<file path="config.mk">
export PLATFORM = sky130hd
export DESIGN_NAME = sharded_work_stealing_task_queue_unit_flat
export DESIGN_NICKNAME = d
export VERILOG_FILES = /design/src/design/swq_pkg.sv /design/src/design/swq_if.sv /design/src/design/swq_task_mem.sv /design/src/design/swq_slot_unit.sv /design/src/design/sharded_work_stealing_task_queue_unit.sv /design/src/flat_wrapper.sv
export SDC_FILE = /design/constraint.sdc
export NUM_CORES = 2
export LEC_CHECK = 0
export BUFFER_PORTS_ARGS = -buffer_cell sky130_fd_sc_hd__buf_2
export CELL_PAD_IN_SITES_DETAIL_PLACEMENT = 1
export CELL_PAD_IN_SITES_GLOBAL_PLACEMENT = 2
export CORE_MARGIN = 4
export CORE_UTILIZATION = 30
export CTS_BUF_LIST = sky130_fd_sc_hd__clkbuf_8
export CTS_CLUSTER_SIZE = 8
export DETAILED_ROUTE_END_ITERATION = 8
export GPL_TIMING_DRIVEN = 0
export PLACE_DENSITY = 0.55
export SYNTH_ARGS = -nofsm -noshare
export SYNTH_HDL_FRONTEND = slang
export SYNTH_SLANG_ARGS = --single-unit
</file>
<file path="constraint.sdc">
create_clock -name clk -period 8 [get_ports clk]
set_input_delay 1.6 -clock clk [delete_from_list [all_inputs] [get_ports clk]]
set_output_delay 1.6 -clock clk [all_outputs]
set_load 0.02 [all_outputs]
</file>
<file path="src/design/swq_pkg.sv">
// Shared types and codes of the sharded work-stealing task queue.
// No dependencies; swq_if, the top level and the testbench refer to it by scoped names.
package swq_pkg;

  // Payload widths of the channels
  localparam int TASK_W     = 16;
  localparam int WIDX_W     = 3;
  localparam int STAT_W     = 3;
  localparam int TOTAL_W    = 8;
  localparam int MQS_W      = 8;
  localparam int ACTREG_W   = 4;
  localparam int CFG_IDX_W  = 2;
  localparam int CFG_DATA_W = 8;

  // Commands
  localparam logic CMD_SUBMIT  = 1'b0;
  localparam logic CMD_REQUEST = 1'b1;

  // Result status codes
  localparam logic [STAT_W-1:0] STAT_QUEUED = 3'd0;
  localparam logic [STAT_W-1:0] STAT_FULL   = 3'd1;
  localparam logic [STAT_W-1:0] STAT_OWN    = 3'd2;
  localparam logic [STAT_W-1:0] STAT_STOLEN = 3'd3;
  localparam logic [STAT_W-1:0] STAT_NONE   = 3'd4;

  // Configuration register indexes
  localparam logic [CFG_IDX_W-1:0] CFG_MAX_QUEUE = 2'd0;
  localparam logic [CFG_IDX_W-1:0] CFG_ACTIVE    = 2'd1;

  // Reset value of the active worker register
  localparam logic [ACTREG_W-1:0] ACTIVE_RESET = 4'd8;

  // One result, less the running total
  typedef struct packed {
    logic [STAT_W-1:0] status;
    logic [TASK_W-1:0] task_id;
    logic [WIDX_W-1:0] target;
    logic              wake;
  } res_t;

endpackage

</file>
<file path="src/design/swq_if.sv">
// Valid/ready channel interfaces of the task queue: command in, result out, config write.
// Depends on swq_pkg for payload widths.
interface swq_in_if;
  logic                          valid;
  logic                          ready;
  logic                          command;
  logic [swq_pkg::TASK_W-1:0]    task_id;
  logic [swq_pkg::WIDX_W-1:0]    worker_index;

  modport source (output valid, output command, output task_id, output worker_index,
                  input ready);
  modport sink   (input valid, input command, input task_id, input worker_index,
                  output ready);
endinterface

interface swq_out_if;
  logic                          valid;
  logic                          ready;
  logic [swq_pkg::STAT_W-1:0]    status;
  logic [swq_pkg::TASK_W-1:0]    task_id_res;
  logic [swq_pkg::WIDX_W-1:0]    target_worker;
  logic                          wake;
  logic [swq_pkg::TOTAL_W-1:0]   queued_total;

  modport source (output valid, output status, output task_id_res, output target_worker,
                  output wake, output queued_total, input ready);
  modport sink   (input valid, input status, input task_id_res, input target_worker,
                  input wake, input queued_total, output ready);
endinterface

interface swq_cfg_if;
  logic                            valid;
  logic                            ready;
  logic [swq_pkg::CFG_IDX_W-1:0]   index;
  logic [swq_pkg::CFG_DATA_W-1:0]  data;

  modport source (output valid, output index, output data, input ready);
  modport sink   (input valid, input index, input data, output ready);
endinterface

</file>
<file path="src/design/swq_task_mem.sv">
// Task id store: one write port, one read port with registered read data.
// No dependencies; contents are undefined until written.
module swq_task_mem #(
  parameter int DEPTH  = 128,
  parameter int ADDR_W = 7,
  parameter int DATA_W = 16
) (
  input  logic              clk,
  input  logic              wr_en,
  input  logic [ADDR_W-1:0] wr_addr,
  input  logic [DATA_W-1:0] wr_data,
  input  logic              rd_en,
  input  logic [ADDR_W-1:0] rd_addr,
  output logic [DATA_W-1:0] rd_data
);

  logic [DATA_W-1:0] mem [DEPTH];
  logic [DATA_W-1:0] rd_data_r;

  always_ff @(posedge clk) begin
    if (wr_en) begin
      mem[wr_addr] <= wr_data;
    end
  end

  always_ff @(posedge clk) begin
    if (rd_en) begin
      rd_data_r <= mem[rd_addr];
    end
  end

  assign rd_data = rd_data_r;

endmodule

</file>
<file path="src/design/swq_slot_unit.sv">
// Shared ring-slot adder: (base + offset - dec) mod DEPTH with one compare and subtract.
// No dependencies; base < DEPTH and offset <= DEPTH are assumed.
module swq_slot_unit #(
  parameter int DEPTH = 16,
  parameter int HW    = 4,
  parameter int CW    = 5
) (
  input  logic [HW-1:0] base,
  input  logic [CW-1:0] offset,
  input  logic          dec,
  output logic [HW-1:0] slot
);

  localparam int SUM_W = $clog2(2 * DEPTH);

  logic [SUM_W-1:0] sum;

  assign sum  = SUM_W'(base) + SUM_W'(offset) - SUM_W'(dec);
  assign slot = (sum >= SUM_W'(DEPTH)) ? HW'(sum - SUM_W'(DEPTH)) : HW'(sum);

endmodule

</file>
<file path="src/design/sharded_work_stealing_task_queue_unit.sv">
// Top level of the sharded work-stealing task queue: sequencer, queue state, result register.
// Depends on swq_pkg, swq_if, swq_task_mem and swq_slot_unit.
//
// in_ch   command transaction: submit (task_id) or request (worker_index).
// out_ch  one transaction per command: status, task_id_res, target_worker, wake and
//         queued_total (tasks queued after the command).
// cfg_ch  register writes, index 0 = max_queue_size, 1 = active_workers; always ready.
//         Write only while no command is in flight.
// A submit goes to the back of the round-robin queue; a request pops the front of its own
// queue, otherwise scans the other active queues upward (wrapping) and steals the back
// entry of the first non-empty one.
// Sequencer steps from accept to the load of the output register: EVAL, then DONE for a
// submit, an inactive requester or an empty request with one active queue; EVAL, READ
// (registered store read), DONE for an own-queue grant; EVAL, SCAN, READ, DONE for a steal,
// SCAN examining one queue per cycle through the shared slot unit; EVAL, SCAN, DONE when a
// full scan finds nothing. in_ch.ready is high only while the sequencer is idle.
// A result waits in the output register while the next command runs; if the receiver
// stalls, the following result holds in its final step and in_ch.ready stays low.
// Reset: synchronous, active low; queues empty, pointer 0, max_queue_size 0,
// active_workers 8. The task store is not cleared and needs no clearing pass.
module sharded_work_stealing_task_queue_unit #(
  parameter int MAX_WORKERS  = 8,
  parameter int SHARD_DEPTH  = 16,
  parameter int TASK_ID_BITS = 16
) (
  input  logic      clk,
  input  logic      rst_n,
  swq_in_if.sink    in_ch,
  swq_out_if.source out_ch,
  swq_cfg_if.sink   cfg_ch
);

  localparam int WW          = (MAX_WORKERS > 1) ? $clog2(MAX_WORKERS) : 1;
  localparam int ACT_W       = $clog2(MAX_WORKERS + 1);
  localparam int HW          = $clog2(SHARD_DEPTH);
  localparam int CW          = $clog2(SHARD_DEPTH + 1);
  localparam int STORE_DEPTH = MAX_WORKERS * SHARD_DEPTH;
  localparam int ADDR_W      = $clog2(STORE_DEPTH);
  localparam int TOT_W       = $clog2(STORE_DEPTH + 1);
  localparam int STW         = (TASK_ID_BITS < swq_pkg::TASK_W) ? TASK_ID_BITS
                                                                 : swq_pkg::TASK_W;
  localparam int CMP_W       = (TOT_W > swq_pkg::MQS_W) ? TOT_W : swq_pkg::MQS_W;
  localparam int RQ_W        = (ACT_W > swq_pkg::WIDX_W) ? ACT_W : swq_pkg::WIDX_W;
  localparam int AC_W        = (ACT_W > swq_pkg::ACTREG_W) ? ACT_W : swq_pkg::ACTREG_W;

  // Sequencer states
  localparam logic [2:0] ST_IDLE = 3'd0;
  localparam logic [2:0] ST_EVAL = 3'd1;
  localparam logic [2:0] ST_SCAN = 3'd2;
  localparam logic [2:0] ST_READ = 3'd3;
  localparam logic [2:0] ST_DONE = 3'd4;

  logic [2:0] state_r, state_nxt;

  // Latched command
  logic                              cmd_r;
  logic [swq_pkg::TASK_W-1:0]        task_r;
  logic [swq_pkg::WIDX_W-1:0]        req_r;

  // Steal scan
  logic [WW-1:0]    cand_r, cand_nxt;
  logic [ACT_W-1:0] steps_r, steps_nxt;

  // Queue state
  logic [HW-1:0]    head_r [MAX_WORKERS];
  logic [CW-1:0]    cnt_r  [MAX_WORKERS];
  logic [WW-1:0]    rr_r, rr_nxt;
  logic [TOT_W-1:0] total_r, total_nxt;

  // Config registers
  logic [swq_pkg::MQS_W-1:0]    mqs_r;
  logic [swq_pkg::ACTREG_W-1:0] aw_r;

  // Result being built and output register
  swq_pkg::res_t res_r, res_nxt;
  swq_pkg::res_t out_res_r;
  logic [swq_pkg::TOTAL_W-1:0] out_total_r;
  logic out_valid_r;

  logic in_fire, cfg_fire, out_load;

  logic [ACT_W-1:0] act;
  logic [WW-1:0]    q, req_w, sel_w;
  logic             req_oor, reject, own_pop, in_scan;
  logic [HW-1:0]    head_sel, slot, mem_slot;
  logic [CW-1:0]    cnt_sel, slot_off;
  logic [ADDR_W-1:0] mem_addr;
  logic [ACT_W-1:0] q_inc, wrap_inc;
  logic [WW-1:0]    wrap_src, wrap_res;

  logic             cnt_we, head_we;
  logic [CW-1:0]    cnt_wdata;
  logic [HW-1:0]    head_wdata;
  logic             mem_we, mem_re;
  logic [STW-1:0]   mem_rdata;

  assign in_fire  = in_ch.valid && in_ch.ready;
  assign cfg_fire = cfg_ch.valid && cfg_ch.ready;
  assign out_load = (state_r == ST_DONE) && (!out_valid_r || out_ch.ready);

  assign in_ch.ready  = (state_r == ST_IDLE);
  assign cfg_ch.ready = 1'b1;

  // Active queue count, clamped to 1 .. MAX_WORKERS
  always_comb begin
    if (aw_r == '0) begin
      act = ACT_W'(1);
    end else if (AC_W'(aw_r) > AC_W'(MAX_WORKERS)) begin
      act = ACT_W'(MAX_WORKERS);
    end else begin
      act = ACT_W'(aw_r);
    end
  end

  // Submit target: pointer, or queue 0 if it sits beyond the active count
  assign q       = (ACT_W'(rr_r) < act) ? rr_r : '0;
  assign req_w   = WW'(req_r);
  assign req_oor = RQ_W'(req_r) >= RQ_W'(act);

  assign in_scan = (state_r == ST_SCAN);
  assign own_pop = (state_r == ST_EVAL) && (cmd_r == swq_pkg::CMD_REQUEST);

  // One queue is looked at per cycle
  always_comb begin
    if (state_r == ST_EVAL) begin
      sel_w = (cmd_r == swq_pkg::CMD_SUBMIT) ? q : req_w;
    end else begin
      sel_w = cand_r;
    end
  end

  assign head_sel = head_r[sel_w];
  assign cnt_sel  = cnt_r[sel_w];

  assign reject = ((mqs_r != '0) && (CMP_W'(total_r) >= CMP_W'(mqs_r))) ||
                  (cnt_sel == CW'(SHARD_DEPTH));

  // Shared slot unit: back slot on submit, next head on own pop, last slot on steal
  assign slot_off = own_pop ? CW'(1) : cnt_sel;

  swq_slot_unit #(
    .DEPTH (SHARD_DEPTH),
    .HW    (HW),
    .CW    (CW)
  ) u_slot (
    .base   (head_sel),
    .offset (slot_off),
    .dec    (in_scan),
    .slot   (slot)
  );

  assign mem_slot = own_pop ? head_sel : slot;
  assign mem_addr = ADDR_W'(sel_w) * ADDR_W'(SHARD_DEPTH) + ADDR_W'(mem_slot);

  // Wrapping increments for the round-robin pointer and the scan candidate
  assign q_inc    = ACT_W'(q) + ACT_W'(1);
  assign wrap_src = (state_r == ST_EVAL) ? req_w : cand_r;
  assign wrap_inc = ACT_W'(wrap_src) + ACT_W'(1);
  assign wrap_res = (wrap_inc >= act) ? '0 : WW'(wrap_inc);

  swq_task_mem #(
    .DEPTH  (STORE_DEPTH),
    .ADDR_W (ADDR_W),
    .DATA_W (STW)
  ) u_mem (
    .clk     (clk),
    .wr_en   (mem_we),
    .wr_addr (mem_addr),
    .wr_data (STW'(task_r)),
    .rd_en   (mem_re),
    .rd_addr (mem_addr),
    .rd_data (mem_rdata)
  );

  // Sequencer
  always_comb begin
    state_nxt  = state_r;
    cand_nxt   = cand_r;
    steps_nxt  = steps_r;
    rr_nxt     = rr_r;
    total_nxt  = total_r;
    res_nxt    = res_r;
    cnt_we     = 1'b0;
    cnt_wdata  = cnt_sel;
    head_we    = 1'b0;
    head_wdata = slot;
    mem_we     = 1'b0;
    mem_re     = 1'b0;
    case (state_r)
      ST_IDLE: begin
        if (in_fire) begin
          state_nxt = ST_EVAL;
        end
      end
      ST_EVAL: begin
        res_nxt.task_id = '0;
        res_nxt.wake    = 1'b0;
        if (cmd_r == swq_pkg::CMD_SUBMIT) begin
          res_nxt.target = swq_pkg::WIDX_W'(q);
          state_nxt      = ST_DONE;
          if (reject) begin
            res_nxt.status = swq_pkg::STAT_FULL;
          end else begin
            res_nxt.status = swq_pkg::STAT_QUEUED;
            res_nxt.wake   = (cnt_sel == '0);
            mem_we         = 1'b1;
            cnt_we         = 1'b1;
            cnt_wdata      = cnt_sel + CW'(1);
            total_nxt      = total_r + TOT_W'(1);
            rr_nxt         = (q_inc >= act) ? '0 : WW'(q_inc);
          end
        end else begin
          res_nxt.target = req_r;
          res_nxt.status = swq_pkg::STAT_NONE;
          if (req_oor) begin
            state_nxt = ST_DONE;
          end else if (cnt_sel != '0) begin
            res_nxt.status = swq_pkg::STAT_OWN;
            mem_re         = 1'b1;
            head_we        = 1'b1;
            cnt_we         = 1'b1;
            cnt_wdata      = cnt_sel - CW'(1);
            total_nxt      = total_r - TOT_W'(1);
            state_nxt      = ST_READ;
          end else if (act == ACT_W'(1)) begin
            state_nxt = ST_DONE;
          end else begin
            cand_nxt  = wrap_res;
            steps_nxt = ACT_W'(1);
            state_nxt = ST_SCAN;
          end
        end
      end
      ST_SCAN: begin
        if (cnt_sel != '0) begin
          res_nxt.status = swq_pkg::STAT_STOLEN;
          res_nxt.target = swq_pkg::WIDX_W'(cand_r);
          mem_re         = 1'b1;
          cnt_we         = 1'b1;
          cnt_wdata      = cnt_sel - CW'(1);
          total_nxt      = total_r - TOT_W'(1);
          state_nxt      = ST_READ;
        end else if (steps_r == act - ACT_W'(1)) begin
          state_nxt = ST_DONE;
        end else begin
          steps_nxt = steps_r + ACT_W'(1);
          cand_nxt  = wrap_res;
        end
      end
      ST_READ: begin
        res_nxt.task_id = swq_pkg::TASK_W'(mem_rdata);
        state_nxt       = ST_DONE;
      end
      ST_DONE: begin
        if (out_load) begin
          state_nxt = ST_IDLE;
        end
      end
      default: begin
        state_nxt = ST_IDLE;
      end
    endcase
  end

  // Control state
  always_ff @(posedge clk) begin
    if (!rst_n) begin
      state_r     <= ST_IDLE;
      cand_r      <= '0;
      steps_r     <= '0;
      rr_r        <= '0;
      total_r     <= '0;
      out_valid_r <= 1'b0;
      mqs_r       <= '0;
      aw_r        <= swq_pkg::ACTIVE_RESET;
      for (int i = 0; i < MAX_WORKERS; i++) begin
        head_r[i] <= '0;
        cnt_r[i]  <= '0;
      end
    end else begin
      state_r     <= state_nxt;
      cand_r      <= cand_nxt;
      steps_r     <= steps_nxt;
      rr_r        <= rr_nxt;
      total_r     <= total_nxt;
      out_valid_r <= out_load || (out_valid_r && !out_ch.ready);
      if (cnt_we) begin
        cnt_r[sel_w] <= cnt_wdata;
      end
      if (head_we) begin
        head_r[sel_w] <= head_wdata;
      end
      if (cfg_fire) begin
        case (cfg_ch.index)
          swq_pkg::CFG_MAX_QUEUE: mqs_r <= cfg_ch.data;
          swq_pkg::CFG_ACTIVE:    aw_r  <= swq_pkg::ACTREG_W'(cfg_ch.data);
          default: ;
        endcase
      end
    end
  end

  // Payload registers
  always_ff @(posedge clk) begin
    if (in_fire) begin
      cmd_r  <= in_ch.command;
      task_r <= in_ch.task_id;
      req_r  <= in_ch.worker_index;
    end
    res_r   <= res_nxt;
    if (out_load) begin
      out_res_r   <= res_r;
      out_total_r <= swq_pkg::TOTAL_W'(total_r);
    end
  end

  assign out_ch.valid         = out_valid_r;
  assign out_ch.status        = out_res_r.status;
  assign out_ch.task_id_res   = out_res_r.task_id;
  assign out_ch.target_worker = out_res_r.target;
  assign out_ch.wake          = out_res_r.wake;
  assign out_ch.queued_total  = out_total_r;

`ifndef ASSERT_OFF
  a_accept_to_eval: assert property (@(posedge clk) disable iff (!rst_n)
    in_fire |=> state_r == ST_EVAL)
    else $error("accepted command did not enter evaluation");

  a_read_after_grant: assert property (@(posedge clk) disable iff (!rst_n)
    state_r == ST_READ |-> $past(state_r) == ST_EVAL || $past(state_r) == ST_SCAN)
    else $error("store read without a grant");

  a_scan_bound: assert property (@(posedge clk) disable iff (!rst_n)
    state_r == ST_SCAN |-> steps_r < act && steps_r != '0)
    else $error("steal scan ran past the active queues");

  a_queue_bound: assert property (@(posedge clk) disable iff (!rst_n)
    cnt_sel <= CW'(SHARD_DEPTH))
    else $error("queue count above shard depth");

  a_submit_count: assert property (@(posedge clk) disable iff (!rst_n)
    state_r == ST_EVAL && cmd_r == swq_pkg::CMD_SUBMIT && !reject
    |=> total_r == $past(total_r) + TOT_W'(1))
    else $error("queued submit did not raise the total");

  a_wake_on_queue: assert property (@(posedge clk) disable iff (!rst_n)
    out_ch.valid && out_ch.wake |-> out_ch.status == swq_pkg::STAT_QUEUED)
    else $error("wake on a result that queued nothing");
`endif

endmodule

</file>
<file path="src/flat_wrapper.sv">
// flat-port wrapper written by rule: the top's interface ports become plain ports
module sharded_work_stealing_task_queue_unit_flat 
#(
  parameter int MAX_WORKERS  = 8,
  parameter int SHARD_DEPTH  = 16,
  parameter int TASK_ID_BITS = 16
)
  (clk, rst_n, in_ch_valid, in_ch_command, in_ch_task_id, in_ch_worker_index, in_ch_ready, out_ch_valid, out_ch_status, out_ch_task_id_res, out_ch_target_worker, out_ch_wake, out_ch_queued_total, out_ch_ready, cfg_ch_valid, cfg_ch_index, cfg_ch_data, cfg_ch_ready);
  swq_in_if in_ch_i ();
  swq_out_if out_ch_i ();
  swq_cfg_if cfg_ch_i ();
  input  logic clk;
  input  logic rst_n;
  input wire logic [$bits(in_ch_i.valid)-1:0] in_ch_valid;
  input wire logic [$bits(in_ch_i.command)-1:0] in_ch_command;
  input wire logic [$bits(in_ch_i.task_id)-1:0] in_ch_task_id;
  input wire logic [$bits(in_ch_i.worker_index)-1:0] in_ch_worker_index;
  output wire logic [$bits(in_ch_i.ready)-1:0] in_ch_ready;
  output wire logic [$bits(out_ch_i.valid)-1:0] out_ch_valid;
  output wire logic [$bits(out_ch_i.status)-1:0] out_ch_status;
  output wire logic [$bits(out_ch_i.task_id_res)-1:0] out_ch_task_id_res;
  output wire logic [$bits(out_ch_i.target_worker)-1:0] out_ch_target_worker;
  output wire logic [$bits(out_ch_i.wake)-1:0] out_ch_wake;
  output wire logic [$bits(out_ch_i.queued_total)-1:0] out_ch_queued_total;
  input wire logic [$bits(out_ch_i.ready)-1:0] out_ch_ready;
  input wire logic [$bits(cfg_ch_i.valid)-1:0] cfg_ch_valid;
  input wire logic [$bits(cfg_ch_i.index)-1:0] cfg_ch_index;
  input wire logic [$bits(cfg_ch_i.data)-1:0] cfg_ch_data;
  output wire logic [$bits(cfg_ch_i.ready)-1:0] cfg_ch_ready;
  assign in_ch_i.valid = in_ch_valid;
  assign in_ch_i.command = in_ch_command;
  assign in_ch_i.task_id = in_ch_task_id;
  assign in_ch_i.worker_index = in_ch_worker_index;
  assign in_ch_ready = in_ch_i.ready;
  assign out_ch_valid = out_ch_i.valid;
  assign out_ch_status = out_ch_i.status;
  assign out_ch_task_id_res = out_ch_i.task_id_res;
  assign out_ch_target_worker = out_ch_i.target_worker;
  assign out_ch_wake = out_ch_i.wake;
  assign out_ch_queued_total = out_ch_i.queued_total;
  assign out_ch_i.ready = out_ch_ready;
  assign cfg_ch_i.valid = cfg_ch_valid;
  assign cfg_ch_i.index = cfg_ch_index;
  assign cfg_ch_i.data = cfg_ch_data;
  assign cfg_ch_ready = cfg_ch_i.ready;
  sharded_work_stealing_task_queue_unit #(.MAX_WORKERS(MAX_WORKERS), .SHARD_DEPTH(SHARD_DEPTH), .TASK_ID_BITS(TASK_ID_BITS)) u_core (.clk(clk), .rst_n(rst_n), .in_ch(in_ch_i), .out_ch(out_ch_i), .cfg_ch(cfg_ch_i));
endmodule
</file>
==> results.toml <==
[worst_hold_path]
hp-class = "flip-flop to flip-flop"

[clock_network]
cts.sinks = 2244
clock_tree.root_cell = "clkbuf_8"
clkLatencyLatePin_ns = 1.09
htreeDepth = 5
cts_tree = "yes"
cts_buffer_depth = 4
cts_made_buffers = 397
clk_pin_slew_ns = 0.06

[synth]
ys_warn_count = 0
synth-xor-area-share = 0.002155
synthAdderAreaFrac = 0.005366
synthArstFlopShare = 0
syn_area_per_cell_um2 = 17.00
syn_area_um2 = 85340
synth.net_count = 5090
synth-edff-count = 2210
ys_ff_latch = 2244
synth_cell_types = 100
synth.area.mux_share = 0.01457
yosys.area_share.simple = 0.05790
synth_compound_gate_area_share = 0.1145
synth_ff_type = "edfxtp_1"
synthCells = 5019
synth_top_family_by_area = "compound AO/OA/AOI/OAI gates"
yosysSeqAreaShare = 0.7856

[setup_path]
reg2reg_depth = 27
worstPathRequired_ns = 8.70
path_class = "flip-flop to flip-flop"
r2r-start = "u_core.aw_r[3]"
crit_path_end = "u_core.u_mem.rd_data[2]"
critPathArrivalTime_ns = 8.53
worstSetupStartpointType = "flip-flop"
cp-startpoint = "u_core.aw_r[3]"
cp-end-kind = "flip-flop"
r2r_slack_ns = 0.17
cp_slowest_cell = "clkbuf_1"
r2r_end = "u_core.u_mem.rd_data[2]"
critPathMaxFanout = 10
cp_slowest_stage_delay_ns = 0.84

[routing]
drt-vias-per-instance = 5.578
routed_wl_mm = 346.8
ant_nets = 0
drt_iter0_drc = 6954
first_pass_iters = 9
drc = 0
avgRoutedWirePerCell_um = 35.47
vias = 54550

[die]
core.rowCount = 195
die_w_um = 541.3
die_height_um = 541.3
dieArea_um2 = 293100
start_util = 0.3018
core_area_um2 = 282800
boundaryPins = 69

[timing]
hold_viol_final = 0
layout_setup_ws_ns = 0.1669
clock_skew_ns = 0.1542
finalSetupViolCount = 0
timing.final.crit_share = 0.9791
relSlewSlack = 0.1320
worst_slew_pin_slew_ns = 1.302
rsz0062_at_grt = "no"
finalSetupTns_ns = 0
fin_crit_ns = 7.833
slew_violations = 0
max_freq_mhz = 127.7

[cells_and_area]
multi_input_area_um2 = 18210
drive_gt1_frac = 0.2303
fill_cells = 28190
final_cells = 9779
register_area_um2 = 67050
fin_nets = 5808
area_growth_pct = 22.82
layout_common_cells = "edfxtp_1, clkbuf_8, nand2_1"
final_common_cell = "edfxtp_1"

[place]
port_buffers = 67
placedCellCount = 9046
dpl_worst_slack_ns = -4.360
gp_congestion = 0.9395
dp_hpwl_mm = 244.8

[grt]
grt_pass1_vias = 54740
grt_max_degree = 35
grt_use_total = 0.2300
grt_first_pass_wirelength_mm = 467.5
gr-total-overflow = 0
antenna_found_initial = 35

[status]
status = "completed"

[job]
max_cap_viol_count = 0
layer usage:
metal / up-vias / track usage / share of wire
met5: - / 0 / 0.00018
met4: 10 / 0.09304 / 0.043
met3: 608 / 0.05573 / 0.092
met2: 2745 / 0.3545 / 0.45
met1: 28860 / 0.3119 / 0.42
li1: 22330 / - / -
critical path: cells and delay by family (launching register included):
kind                       cells  cell delay, ns
DFF                            1            0.36
buffers and inverters          8            2.00
AOI/OAI and AO/OA              8            2.07
and+or+nand+nor                9            2.13
adders and majority gates      2            0.87
cell usage after synthesis (29+ instances only):
master / count / area, um2
o21ai_0: 60 / 300.3
a21oi_1: 88 / 440.4
nand2_1: 318 / 1194
a22oi_1: 246 / 1847
mux2i_1: 77 / 770.7
and3_1: 34 / 212.7
clkbuf_1: 136 / 510.5
edfxtp_1: 2210 / 66360
a221oi_1: 220 / 1927
nand4_1: 141 / 882.1
ha_1: 35 / 437.9
nand3_1: 114 / 570.6
nor3_1: 29 / 145.1
dfxtp_1: 34 / 680.7
buf_2: 154 / 770.7
a222oi_1: 117 / 1171
a31oi_1: 46 / 287.8
mux2_2: 41 / 461.7
nor2_1: 276 / 1036
a22o_1: 201 / 1760
metrics by stage:
stage | hold slack [ns] | cell area [um2] | utilization
2_1_floorplan | 0.4003 | 85340 | -
3_3_place_gp | 0.4019 | 90360 | 0.3195
3_5_place_dp | 0.4063 | 95610 | 0.3381
4_1_cts | 0.4192 | 104600 | 0.3699
5_1_grt | 0.4306 | 104800 | 0.3706
6_report | 0.4189 | 104800 | 0.3706
sequential cells by signal, summed over array words and instances, names as in the netlist, 3 cells and up:
| register | count |
|---|---|
| u_core.u_mem.mem | 2048 |
| u_core.cnt_r | 40 |
| u_core.head_r | 32 |
| u_core.res_r | 23 |
| u_core.out_ch.task_id_res | 16 |
| u_core.task_r | 16 |
| u_core.u_mem.rd_data | 16 |
| u_core.mqs_r | 8 |
| u_core.out_ch.queued_total | 8 |
| u_core.total_r | 8 |
| u_core.aw_r | 4 |
| u_core.steps_r | 4 |
| u_core.cand_r | 3 |
| u_core.out_ch.status | 3 |
| u_core.out_ch.target_worker | 3 |
| u_core.req_r | 3 |
| u_core.rr_r | 3 |
| u_core.state_r | 3 |
logic make-up (layout without fill, tap and decap cells):
group                    count (synthesis)  after routing
flip-flops                            2244           2244
AO/OA/AOI/OAI                         1206           1206
multiplexers                           119            119
buffers and inverters                  361           1365
XOR/XNOR                                21             21
other                                    1             14
adder cells (fa/ha/maj)                 36             36
AND/OR/NAND/NOR                       1031           1031
timing repair:
item / 4_1_cts / 5_1_grt
gates resized for setup: 450 / 53
gates cloned: 0 / 0
setup endpoints to repair: 2122 / 925
setup buffers: 32 / 5
pin swaps: 42 / 10
hold buffers: 0 / 0
how the worst min path moves through the flow:
stage | start | endpoint | slack [ns] | cells after the start
3_3_place_gp | u_core.res_r[2] | u_core.out_ch.target_worker[1] | 0.40 | 0
2_1_floorplan | u_core.res_r[20] | u_core.out_ch.status[0] | 0.40 | 0
5_1_grt | u_core.res_r[16] | u_core.out_ch.task_id_res[12] | 0.43 | 0
6_report | u_core.res_r[17] | u_core.out_ch.task_id_res[13] | 0.42 | 0
4_1_cts | u_core.res_r[17] | u_core.out_ch.task_id_res[13] | 0.42 | 0
3_5_place_dp | u_core.res_r[17] | u_core.out_ch.task_id_res[13] | 0.41 | 0
layout make-up:
| cell class | count | area share |
|---|---|---|
| clock buffers | 400 | 0.05253 |
| flip-flops and latches | 2244 | 0.6397 |
| multi-input cells | 2414 | 0.1737 |
| plain buffers | 329 | 0.02180 |
| well taps | 3743 | 0.04468 |
| clock inverters | 285 | 0.01313 |
| repair buffers | 322 | 0.05307 |
| diodes | 13 | 0.0003104 |
| inverters | 29 | 0.001062 |
Power is not shown: default switching activity piles up to over one toggle a cycle in this logic, so the estimate is an artifact.
